--- config.mk ---
export PLATFORM = sky130hd
export DESIGN_NAME = signed_integer_divider
export DESIGN_NICKNAME = d
export VERILOG_FILES = /design/src/sid_pkg.sv /design/src/sid_prep.sv /design/src/sid_cell.sv /design/src/signed_integer_divider.sv
export SDC_FILE = /design/constraint.sdc
export NUM_CORES = 2
export LEC_CHECK = 0
export BUFFER_PORTS_ARGS = -buffer_cell sky130_fd_sc_hd__buf_2
export CORE_MARGIN = 1
export CORE_UTILIZATION = 45
export CTS_BUF_LIST = sky130_fd_sc_hd__clkbuf_4
export DETAILED_ROUTE_END_ITERATION = 12
export HOLD_SLACK_MARGIN = 0.03
export PLACE_DENSITY = 0.65
export REMOVE_ABC_BUFFERS = 1
export SLEW_MARGIN = 20
export SYNTH_ARGS = -nofsm -noshare
export SYNTH_HDL_FRONTEND = slang
export SYNTH_SLANG_ARGS = --single-unit
--- constraint.sdc ---
create_clock -name clk -period 308.2 [get_ports clk]
set_input_delay 61.64 -clock clk [delete_from_list [all_inputs] [get_ports clk]]
set_output_delay 61.64 -clock clk [all_outputs]
set_load 0.05 [all_outputs]
--- src/sid_pkg.sv ---
// sid_pkg: shared constants and types for the signed integer divider.
// No dependencies; imported by every module under src.
`default_nettype none

package sid_pkg;

  localparam int unsigned DATA_WIDTH_DEF = 32;

  // Per-stage control that rides along with each word down the cell chain.
  typedef struct packed {
    logic valid;     // stage holds a live word
    logic negate;    // operand signs differ
    logic zero_div;  // divisor was zero
    logic sat;       // most negative / -1
  } sid_ctl_t;

endpackage : sid_pkg

`default_nettype wire

--- src/sid_prep.sv ---
// sid_prep: input stage, takes magnitudes and flags the special cases.
// Depends on sid_pkg.
`default_nettype none

module sid_prep import sid_pkg::*; #(
  parameter int unsigned DATA_WIDTH = DATA_WIDTH_DEF
) (
  input  wire logic                  clk,
  input  wire logic                  rst,
  input  wire logic                  en,
  input  wire logic                  load,
  input  wire logic [DATA_WIDTH-1:0] num,
  input  wire logic [DATA_WIDTH-1:0] den,
  output sid_ctl_t                   ctl,
  output logic      [DATA_WIDTH-1:0] nmag,
  output logic      [DATA_WIDTH-1:0] dmag
);

  localparam logic [DATA_WIDTH-1:0] MinVal = {1'b1, {(DATA_WIDTH-1){1'b0}}};
  localparam logic [DATA_WIDTH-1:0] AllOnes = {DATA_WIDTH{1'b1}};

  logic                  num_neg;
  logic                  den_neg;
  logic [DATA_WIDTH-1:0] nmag_next;
  logic [DATA_WIDTH-1:0] dmag_next;
  sid_ctl_t              ctl_next;

  assign num_neg = num[DATA_WIDTH-1];
  assign den_neg = den[DATA_WIDTH-1];

  // Most negative value maps to itself, which reads correctly as unsigned.
  assign nmag_next = num_neg ? (~num + 1'b1) : num;
  assign dmag_next = den_neg ? (~den + 1'b1) : den;

  always_comb begin
    ctl_next.valid    = load;
    ctl_next.negate   = num_neg ^ den_neg;
    ctl_next.zero_div = (den == '0);
    ctl_next.sat      = (num == MinVal) && (den == AllOnes);
  end

  // Only the valid bit is reset; the flags follow it without reset.
  always_ff @(posedge clk) begin
    if (rst) begin
      ctl.valid <= 1'b0;
    end else if (en) begin
      ctl.valid <= ctl_next.valid;
    end
    if (en) begin
      ctl.negate   <= ctl_next.negate;
      ctl.zero_div <= ctl_next.zero_div;
      ctl.sat      <= ctl_next.sat;
    end
  end

  always_ff @(posedge clk) begin
    if (en) begin
      nmag <= nmag_next;
      dmag <= dmag_next;
    end
  end

endmodule : sid_prep

`default_nettype wire

--- src/sid_cell.sv ---
// sid_cell: one restoring shift-subtract step, registered.
// Depends on sid_pkg.
`default_nettype none

module sid_cell import sid_pkg::*; #(
  parameter int unsigned DATA_WIDTH = DATA_WIDTH_DEF
) (
  input  wire logic                  clk,
  input  wire logic                  rst,
  input  wire logic                  en,
  input  wire sid_ctl_t              ctl_in,
  input  wire logic [DATA_WIDTH-1:0] rem_in,
  input  wire logic [DATA_WIDTH-1:0] nq_in,   // dividend bits above, quotient bits below
  input  wire logic [DATA_WIDTH-1:0] den_in,
  output sid_ctl_t                   ctl_out,
  output logic      [DATA_WIDTH-1:0] rem_out,
  output logic      [DATA_WIDTH-1:0] nq_out,
  output logic      [DATA_WIDTH-1:0] den_out
);

  logic [DATA_WIDTH-1:0] shifted;
  logic [DATA_WIDTH:0]   diff;
  logic                  borrow;
  logic [DATA_WIDTH-1:0] rem_next;
  logic [DATA_WIDTH-1:0] nq_next;

  // Live remainder is below the divisor, so it fits in DATA_WIDTH-1 bits.
  assign shifted  = {rem_in[DATA_WIDTH-2:0], nq_in[DATA_WIDTH-1]};
  assign diff     = {1'b0, shifted} - {1'b0, den_in};
  assign borrow   = diff[DATA_WIDTH];
  assign rem_next = borrow ? shifted : diff[DATA_WIDTH-1:0];
  assign nq_next  = {nq_in[DATA_WIDTH-2:0], ~borrow};

  // Only the valid bit is reset; the flags follow it without reset.
  always_ff @(posedge clk) begin
    if (rst) begin
      ctl_out.valid <= 1'b0;
    end else if (en) begin
      ctl_out.valid <= ctl_in.valid;
    end
    if (en) begin
      ctl_out.negate   <= ctl_in.negate;
      ctl_out.zero_div <= ctl_in.zero_div;
      ctl_out.sat      <= ctl_in.sat;
    end
  end

  always_ff @(posedge clk) begin
    if (en) begin
      rem_out <= rem_next;
      nq_out  <= nq_next;
      den_out <= den_in;
    end
  end

endmodule : sid_cell

`default_nettype wire

--- src/signed_integer_divider.sv ---
// signed_integer_divider: top level, prep stage, cell chain and output register.
// Depends on sid_pkg, sid_prep, sid_cell.
//
//   channel  | handshake          | payload
//   ---------+--------------------+------------------------------------------
//   in       | in_valid/in_ready  | numerator, denominator (signed)
//   out      | out_valid/out_ready| quotient (signed), zero_divisor, saturated
//
// From accept to out_valid, the accepting edge loads the prep stage, then the word
// passes through one cell per quotient bit and then through the output register.
// The chain is a pipeline, so one word per cycle can go in while out_ready holds.
// A stalled output register freezes every stage at once; in_ready drops with it.
// Synchronous reset clears only the stage valid bits and out_valid.
`default_nettype none

module signed_integer_divider import sid_pkg::*; #(
  parameter int unsigned DATA_WIDTH = DATA_WIDTH_DEF
) (
  input  wire logic                  clk,
  input  wire logic                  rst,
  input  wire logic                  in_valid,
  output logic                       in_ready,
  input  wire logic [DATA_WIDTH-1:0] numerator,
  input  wire logic [DATA_WIDTH-1:0] denominator,
  output logic                       out_valid,
  input  wire logic                  out_ready,
  output logic      [DATA_WIDTH-1:0] quotient,
  output logic                       zero_divisor,
  output logic                       saturated
);

  localparam logic [DATA_WIDTH-1:0] MaxPos = {1'b0, {(DATA_WIDTH-1){1'b1}}};

  // Whole chain moves when the output slot is empty or being drained.
  logic advance;
  assign advance  = !out_valid || out_ready;
  assign in_ready = advance;

  // Stage k of the chain feeds cell k; stage DATA_WIDTH is the last cell output.
  sid_ctl_t              ctl_c [0:DATA_WIDTH];
  logic [DATA_WIDTH-1:0] rem_c [0:DATA_WIDTH];
  logic [DATA_WIDTH-1:0] nq_c  [0:DATA_WIDTH];
  logic [DATA_WIDTH-1:0] den_c [0:DATA_WIDTH];

  sid_prep #(
    .DATA_WIDTH(DATA_WIDTH)
  ) u_prep (
    .clk  (clk),
    .rst  (rst),
    .en   (advance),
    .load (in_valid),
    .num  (numerator),
    .den  (denominator),
    .ctl  (ctl_c[0]),
    .nmag (nq_c[0]),
    .dmag (den_c[0])
  );

  assign rem_c[0] = '0;

  for (genvar k = 0; k < DATA_WIDTH; k++) begin : g_cell
    sid_cell #(
      .DATA_WIDTH(DATA_WIDTH)
    ) u_cell (
      .clk     (clk),
      .rst     (rst),
      .en      (advance),
      .ctl_in  (ctl_c[k]),
      .rem_in  (rem_c[k]),
      .nq_in   (nq_c[k]),
      .den_in  (den_c[k]),
      .ctl_out (ctl_c[k+1]),
      .rem_out (rem_c[k+1]),
      .nq_out  (nq_c[k+1]),
      .den_out (den_c[k+1])
    );
  end

  // Sign fix-up and special cases ahead of the output register.
  // Final remainder and divisor are dropped here.
  sid_ctl_t              tail;
  logic [DATA_WIDTH-1:0] qmag;
  logic [DATA_WIDTH-1:0] quotient_next;

  assign tail = ctl_c[DATA_WIDTH];
  assign qmag = nq_c[DATA_WIDTH];

  always_comb begin
    priority if (tail.zero_div) begin
      quotient_next = '0;
    end else if (tail.sat) begin
      quotient_next = MaxPos;
    end else if (tail.negate) begin
      quotient_next = ~qmag + 1'b1;
    end else begin
      quotient_next = qmag;
    end
  end

  always_ff @(posedge clk) begin
    if (rst) begin
      out_valid <= 1'b0;
    end else if (advance) begin
      out_valid <= tail.valid;
    end
  end

  always_ff @(posedge clk) begin
    if (advance) begin
      quotient     <= quotient_next;
      zero_divisor <= tail.zero_div;
      saturated    <= tail.sat && !tail.zero_div;
    end
  end

endmodule : signed_integer_divider

`default_nettype wire
After elaboration in Yosys (flattened, before gate mapping)
Index checks and enable logic that the tools add are counted.
- register bits after elaboration: 3208
- bits in latches: 0
- memory bits (writable): 0
- memory bits (read-only): 0
- input bits: 68
- output and inout port bits: 36
- word-level logic and storage cells: 351
- memories: 0
- add/sub/neg operators: 35
- $mul: 0
- div/mod/pow operators: 0
- $lt $le $gt $ge: 0
- equal/unequal tests: 2
- shift operators: 0
- mux-type cells: 35
- bitwise gates (word level): 36
- reduce and logical (&&, ||, !) cells: 7
- operator list (kind ; count):
    two-way mux 31 bit ; 33
    subtractor 32 x 32 -> 33 bit ; 31
    adder 32 x 1 -> 32 bit, second input constant ; 3
    inverter 32 bit ; 3
    == test 32 bit, second input constant ; 2
    subtractor 1 x 32 -> 33 bit ; 1
    zero test 32 bit ; 1
    two-way mux 32 bit ; 1
    inverter 1 bit ; 32
    logical AND 1 bit ; 2
    zero test 1 bit ; 2
    OR reduction 2 bit ; 1
    logical OR 1 bit ; 1
    two-way mux 1 bit ; 1
    XOR 1 bit ; 1

Longest topological paths before layout
- depth in word-level cells: 4
- depth in mapped cells: 16
- gate-level depth less buffers: 15

Modules after synthesis
From an unflattened synthesis, not the netlist that was laid out.
- cell total of the unflattened synthesis: 14620
- area, all modules: 172673.1 um^2
- modules (own cells, without submodules) (module ; times used ; cells an instance ; area an instance (um^2) ; sequential area each (um^2)):
    sid_cell (g_cell[0].u_cell ...) ; 13 ; 452 ; 5238.8 ; 2992.9
    sid_cell (g_cell[24].u_cell ...) ; 11 ; 426 ; 5181.2 ; 2992.9
    sid_cell (g_cell[29].u_cell ...) ; 5 ; 442 ; 5159.9 ; 2992.9
    sid_cell (g_cell[11].u_cell ...) ; 2 ; 452 ; 5241.3 ; 2992.9
    sid_cell (g_cell[10].u_cell) ; 1 ; 427 ; 5435.2 ; 2992.9
    sid_prep ; 1 ; 285 ; 3544.6 ; 2031.9
    signed_integer_divider ; 1 ; 232 ; 2313.5 ; 1041.0

Worst setup path after synthesis
No wires, ideal clock.
- kind: input-to-output
- start: input out_ready
- end: output in_ready
- data arrival time: 147.799 ns
- data required time: 246.560 ns
- slack: 98.761 ns
- stages on the path: 4
- buffers on the path: 2
- path through: nor2b_1 clkbuf_1 clkinv_1 clkbuf_1
- word-level cells in the longest chain between the ends: 1
- RTL lines (element ; RTL line ; source):
    from (decl) ; signed_integer_divider.sv:26 ; input wire logic out_ready,
    logical OR 1 bit ; signed_integer_divider.sv:36 ; assign advance = !out_valid || out_ready;
    to (decl) ; signed_integer_divider.sv:22 ; output logic in_ready,
No other way between the ends.

Worst setup path after layout
Same ends and word-level chain as after synthesis.

==> results.md <==
- Status: finished clean
- Fin crit share: 0.404
- Avg Inst Size Synth: 12.7 um2
- Commonest cells after routing, fill and taps aside: edfxtp_1 (3,174), clkbuf_4 (1,202), inv_1 (1,195)
- Htree depth: 6
- DR WL/cell: 15.1 um
- 1st-iter DRT viols: between 4,000 and 5,000
- Synth async-reset ratio: 0
- Vias in the first global route: 97,000
- Clk sink count: about 3,200
- Via Count: 94,200
- Final setup TNS: 0 ns
- Initial Utilization: 0.454
- Final net count: 14,200
- Yosys warning count: 0
- Number of synthesized flops with an enable pin: roughly 3,200
- HP Class: flop to flop
- Die area: 0.349 mm2
- Layout cells sized above 1: 0.141
- # Post-CTS Setup Buffers: 0
- WP data required: 246.56 ns
- Gr usage total: 0.156
- Sequential element share of the synthesized area: 0.615
- Crit path time final: 124.43 ns
- Root Driver: clkbuf_4
- Die Span Y: 591 um
- DP HPWL: 199 mm
- P_leak: 72.2 nW
- Pwr/cell area: 10.5 mW/mm2
- Final Hold Viols: 0
- CP Capture Type: output port
- Cts repair resizes: 0
- Slew headroom: 0.286
- Gpl congestion: 0.882
- Number of CTS-inserted buffers: 819
- Die Wd: 591 um
- Dpl cell area: 0.163 mm2
- Cell class contributing the biggest share of worst-path delay: buffers and inverters
- Final std cells w/o fill: 18,300
- Crit-path slowest cell: inv_8
- Dpl ws: 183.70 ns
- Clk_skew: roughly 0.11 ns
- CTS tree: built
- Peak supply drop: 0.00000529 V
- Core area: 0.344 mm2
- Final worst slack: ~180 ns
- Port Buffer Count: around 100
- CP bufs+invs: 3
- Global-route wire length before repair: ~450 mm
- WS Path Type: input pin to output port
- Clk_lat worst skew: roughly 1.5 ns
- DR pass1 iterations: 6
- DRC Markers: 0
- Crit path top cell by count: buf_2
- Synthesized area: 0.156 mm2
- CTS Buffer Depth: 4
- Initial antenna violation count: 8
- Crit Path Max Fanout: between 100 and 150
- Fill cells: 29,700
- Max frequency: 0.00804 GHz
- Unrepaired setup endpoints after global routing: no
- GRT overflow: 0
- Critical path cell sequence: buf_2, nor2b_2, inv_8, buf_2
- Finished Cell Area: about 0.17 mm2
- Type of origin of the critical path: input pin
- Max incr delay on CP: 0.52 ns
- Io pins: 104
- DRT antenna net count: 0
- Register bit total from synthesis: 3,208
- Top_reg_cell synth: edfxtp_1
- Largest net degree at the start of global routing: 211
- Actual slew at the worst max-slew pin: 1.06 ns
- Gate count after technology mapping: 12,300
- CTS clk-pin slew, worst paths: 0.06 ns
- WP data arrival: 62.79 ns
- Core Rows: 215
- Cts hold-fix bufs: 0
- DR vias/cell: 5.16
- Layout area overhead: 10.8%
- Commonest non-fill, non-tap cell in the layout: edfxtp_1
- Max-slew violation count: 0
- Routed wire length: 277 mm
- Max Cap Violations: 0
- Post-synthesis cell type count: between 90 and 100
- Placed cells: 16,800
- Finish-stage setup viols: 0
## final timing paths
path	slack, ns	cells past startpoint	startpoint	endpoint
setup / recovery	183.77	4	out_ready	in_ready
hold / removal	0.36	0	g_cell[6].u_cell.nq_out[2]	g_cell[7].u_cell.nq_out[3]
setup reg to reg	300.98	9	out_valid	g_cell[1].u_cell.den_out[5]
hold reg to reg	0.36	0	g_cell[6].u_cell.nq_out[2]	g_cell[7].u_cell.nq_out[3]
## final cells by class
class	count	area [um2]	share of cell area
diodes	11	27.5	0.000159
clock buffers	1202	9020	0.0522
clock inverters	217	1330	0.00771
inverters	1199	4510	0.0261
multi-input cells	7668	55200	0.319
flip-flops and latches	3208	96000	0.555
well taps	4557	5700	0.0330
repair buffers	199	1250	0.00722
## stage by stage
| stage | util | total power, mW | hold slack (ns) |
|---|---|---|---|
| after floorplan | - | 1.29 | 0.400 |
| after global placement | 0.473 | 1.46 | 0.400 |
| after detailed placement | 0.473 | 1.47 | 0.405 |
| after CTS | 0.503 | 1.84 | 0.358 |
| after global routing | 0.503 | 1.96 | 0.356 |
| final | 0.503 | 1.82 | 0.360 |
## logic make-up after synthesis
| group | Yosys count | share of synthesized area |
|---|---|---|
| flip-flops | 3208 | 0.615 |
| AO/OA/AOI/OAI | 2997 | 0.120 |
| AND/OR/NAND/NOR | 2389 | 0.0714 |
| buffers and inverters | 1407 | 0.0344 |
| adder cells (fa/ha/maj) | 1027 | 0.0837 |
| XOR/XNOR | 841 | 0.0472 |
| multiplexers | 399 | 0.0285 |
| other | 1 | 0.0000240 |
## synthesized netlist by cell type (21+ instances only)
master | number | share of area
and2_1 | 46 | 0.0018
clkbuf_1 | 143 | 0.0034
or2_2 | 35 | 0.0014
fa_1 | 30 | 0.0038
o21a_1 | 166 | 0.0080
o211ai_1 | 35 | 0.0017
a31oi_1 | 76 | 0.0030
a21o_1 | 384 | 0.018
o31a_1 | 47 | 0.0026
buf_2 | 51 | 0.0016
nor2b_1 | 146 | 0.0058
xor2_1 | 323 | 0.018
nand4_1 | 68 | 0.0027
inv_1 | 1195 | 0.029
o21bai_1 | 64 | 0.0031
a211o_1 | 26 | 0.0015
and3_1 | 91 | 0.0036
mux2_2 | 361 | 0.026
xnor2_1 | 518 | 0.029
a221oi_1 | 21 | 0.0012
o41ai_1 | 30 | 0.0017
or3_1 | 38 | 0.0015
nand2_1 | 890 | 0.021
a31o_2 | 21 | 0.0012
a21oi_1 | 845 | 0.027
nor2_1 | 587 | 0.014
nor4_1 | 27 | 0.0011
o21ai_1 | 23 | 0.00074
nand3_1 | 123 | 0.0039
dfxtp_1 | 34 | 0.0044
a211oi_1 | 61 | 0.0029
o21ai_0 | 845 | 0.027
o31ai_1 | 106 | 0.0051
mux2i_1 | 37 | 0.0024
a21boi_0 | 25 | 0.0012
edfxtp_1 | 3174 | 0.61
nor3_1 | 90 | 0.0029
nand2b_1 | 174 | 0.0070
ha_1 | 997 | 0.080
## registers in the layout (all words and copies together), names as in the netlist
register               count
g_cell.u_cell.nq_out    1024
g_cell.u_cell.den_out    992
g_cell.u_cell.rem_out    961
g_cell.u_cell.ctl_out    128
quotient                  32
u_prep.dmag               32
u_prep.nmag               32
u_prep.ctl                 4
out_valid                  1
saturated                  1
zero_divisor               1
## metal layers
metal | track usage | up-vias | part of all wire
met5 | 0 | - | 0.00039
met2 | 0.318 | 1567 | 0.56
met1 | 0.140 | 44400 | 0.35
met4 | 0.0933 | 18 | 0.051
met3 | 0.0277 | 837 | 0.035
li1 | - | 47400 | -
## power breakdown
group	switching, mW	internal [mW]	total (mW)
Clock	0.166	0.189	0.355
Sequential	0.0560	0.659	0.715
Combinational	0.413	0.334	0.747
Note: power is estimated with default switching activity, not from simulation.
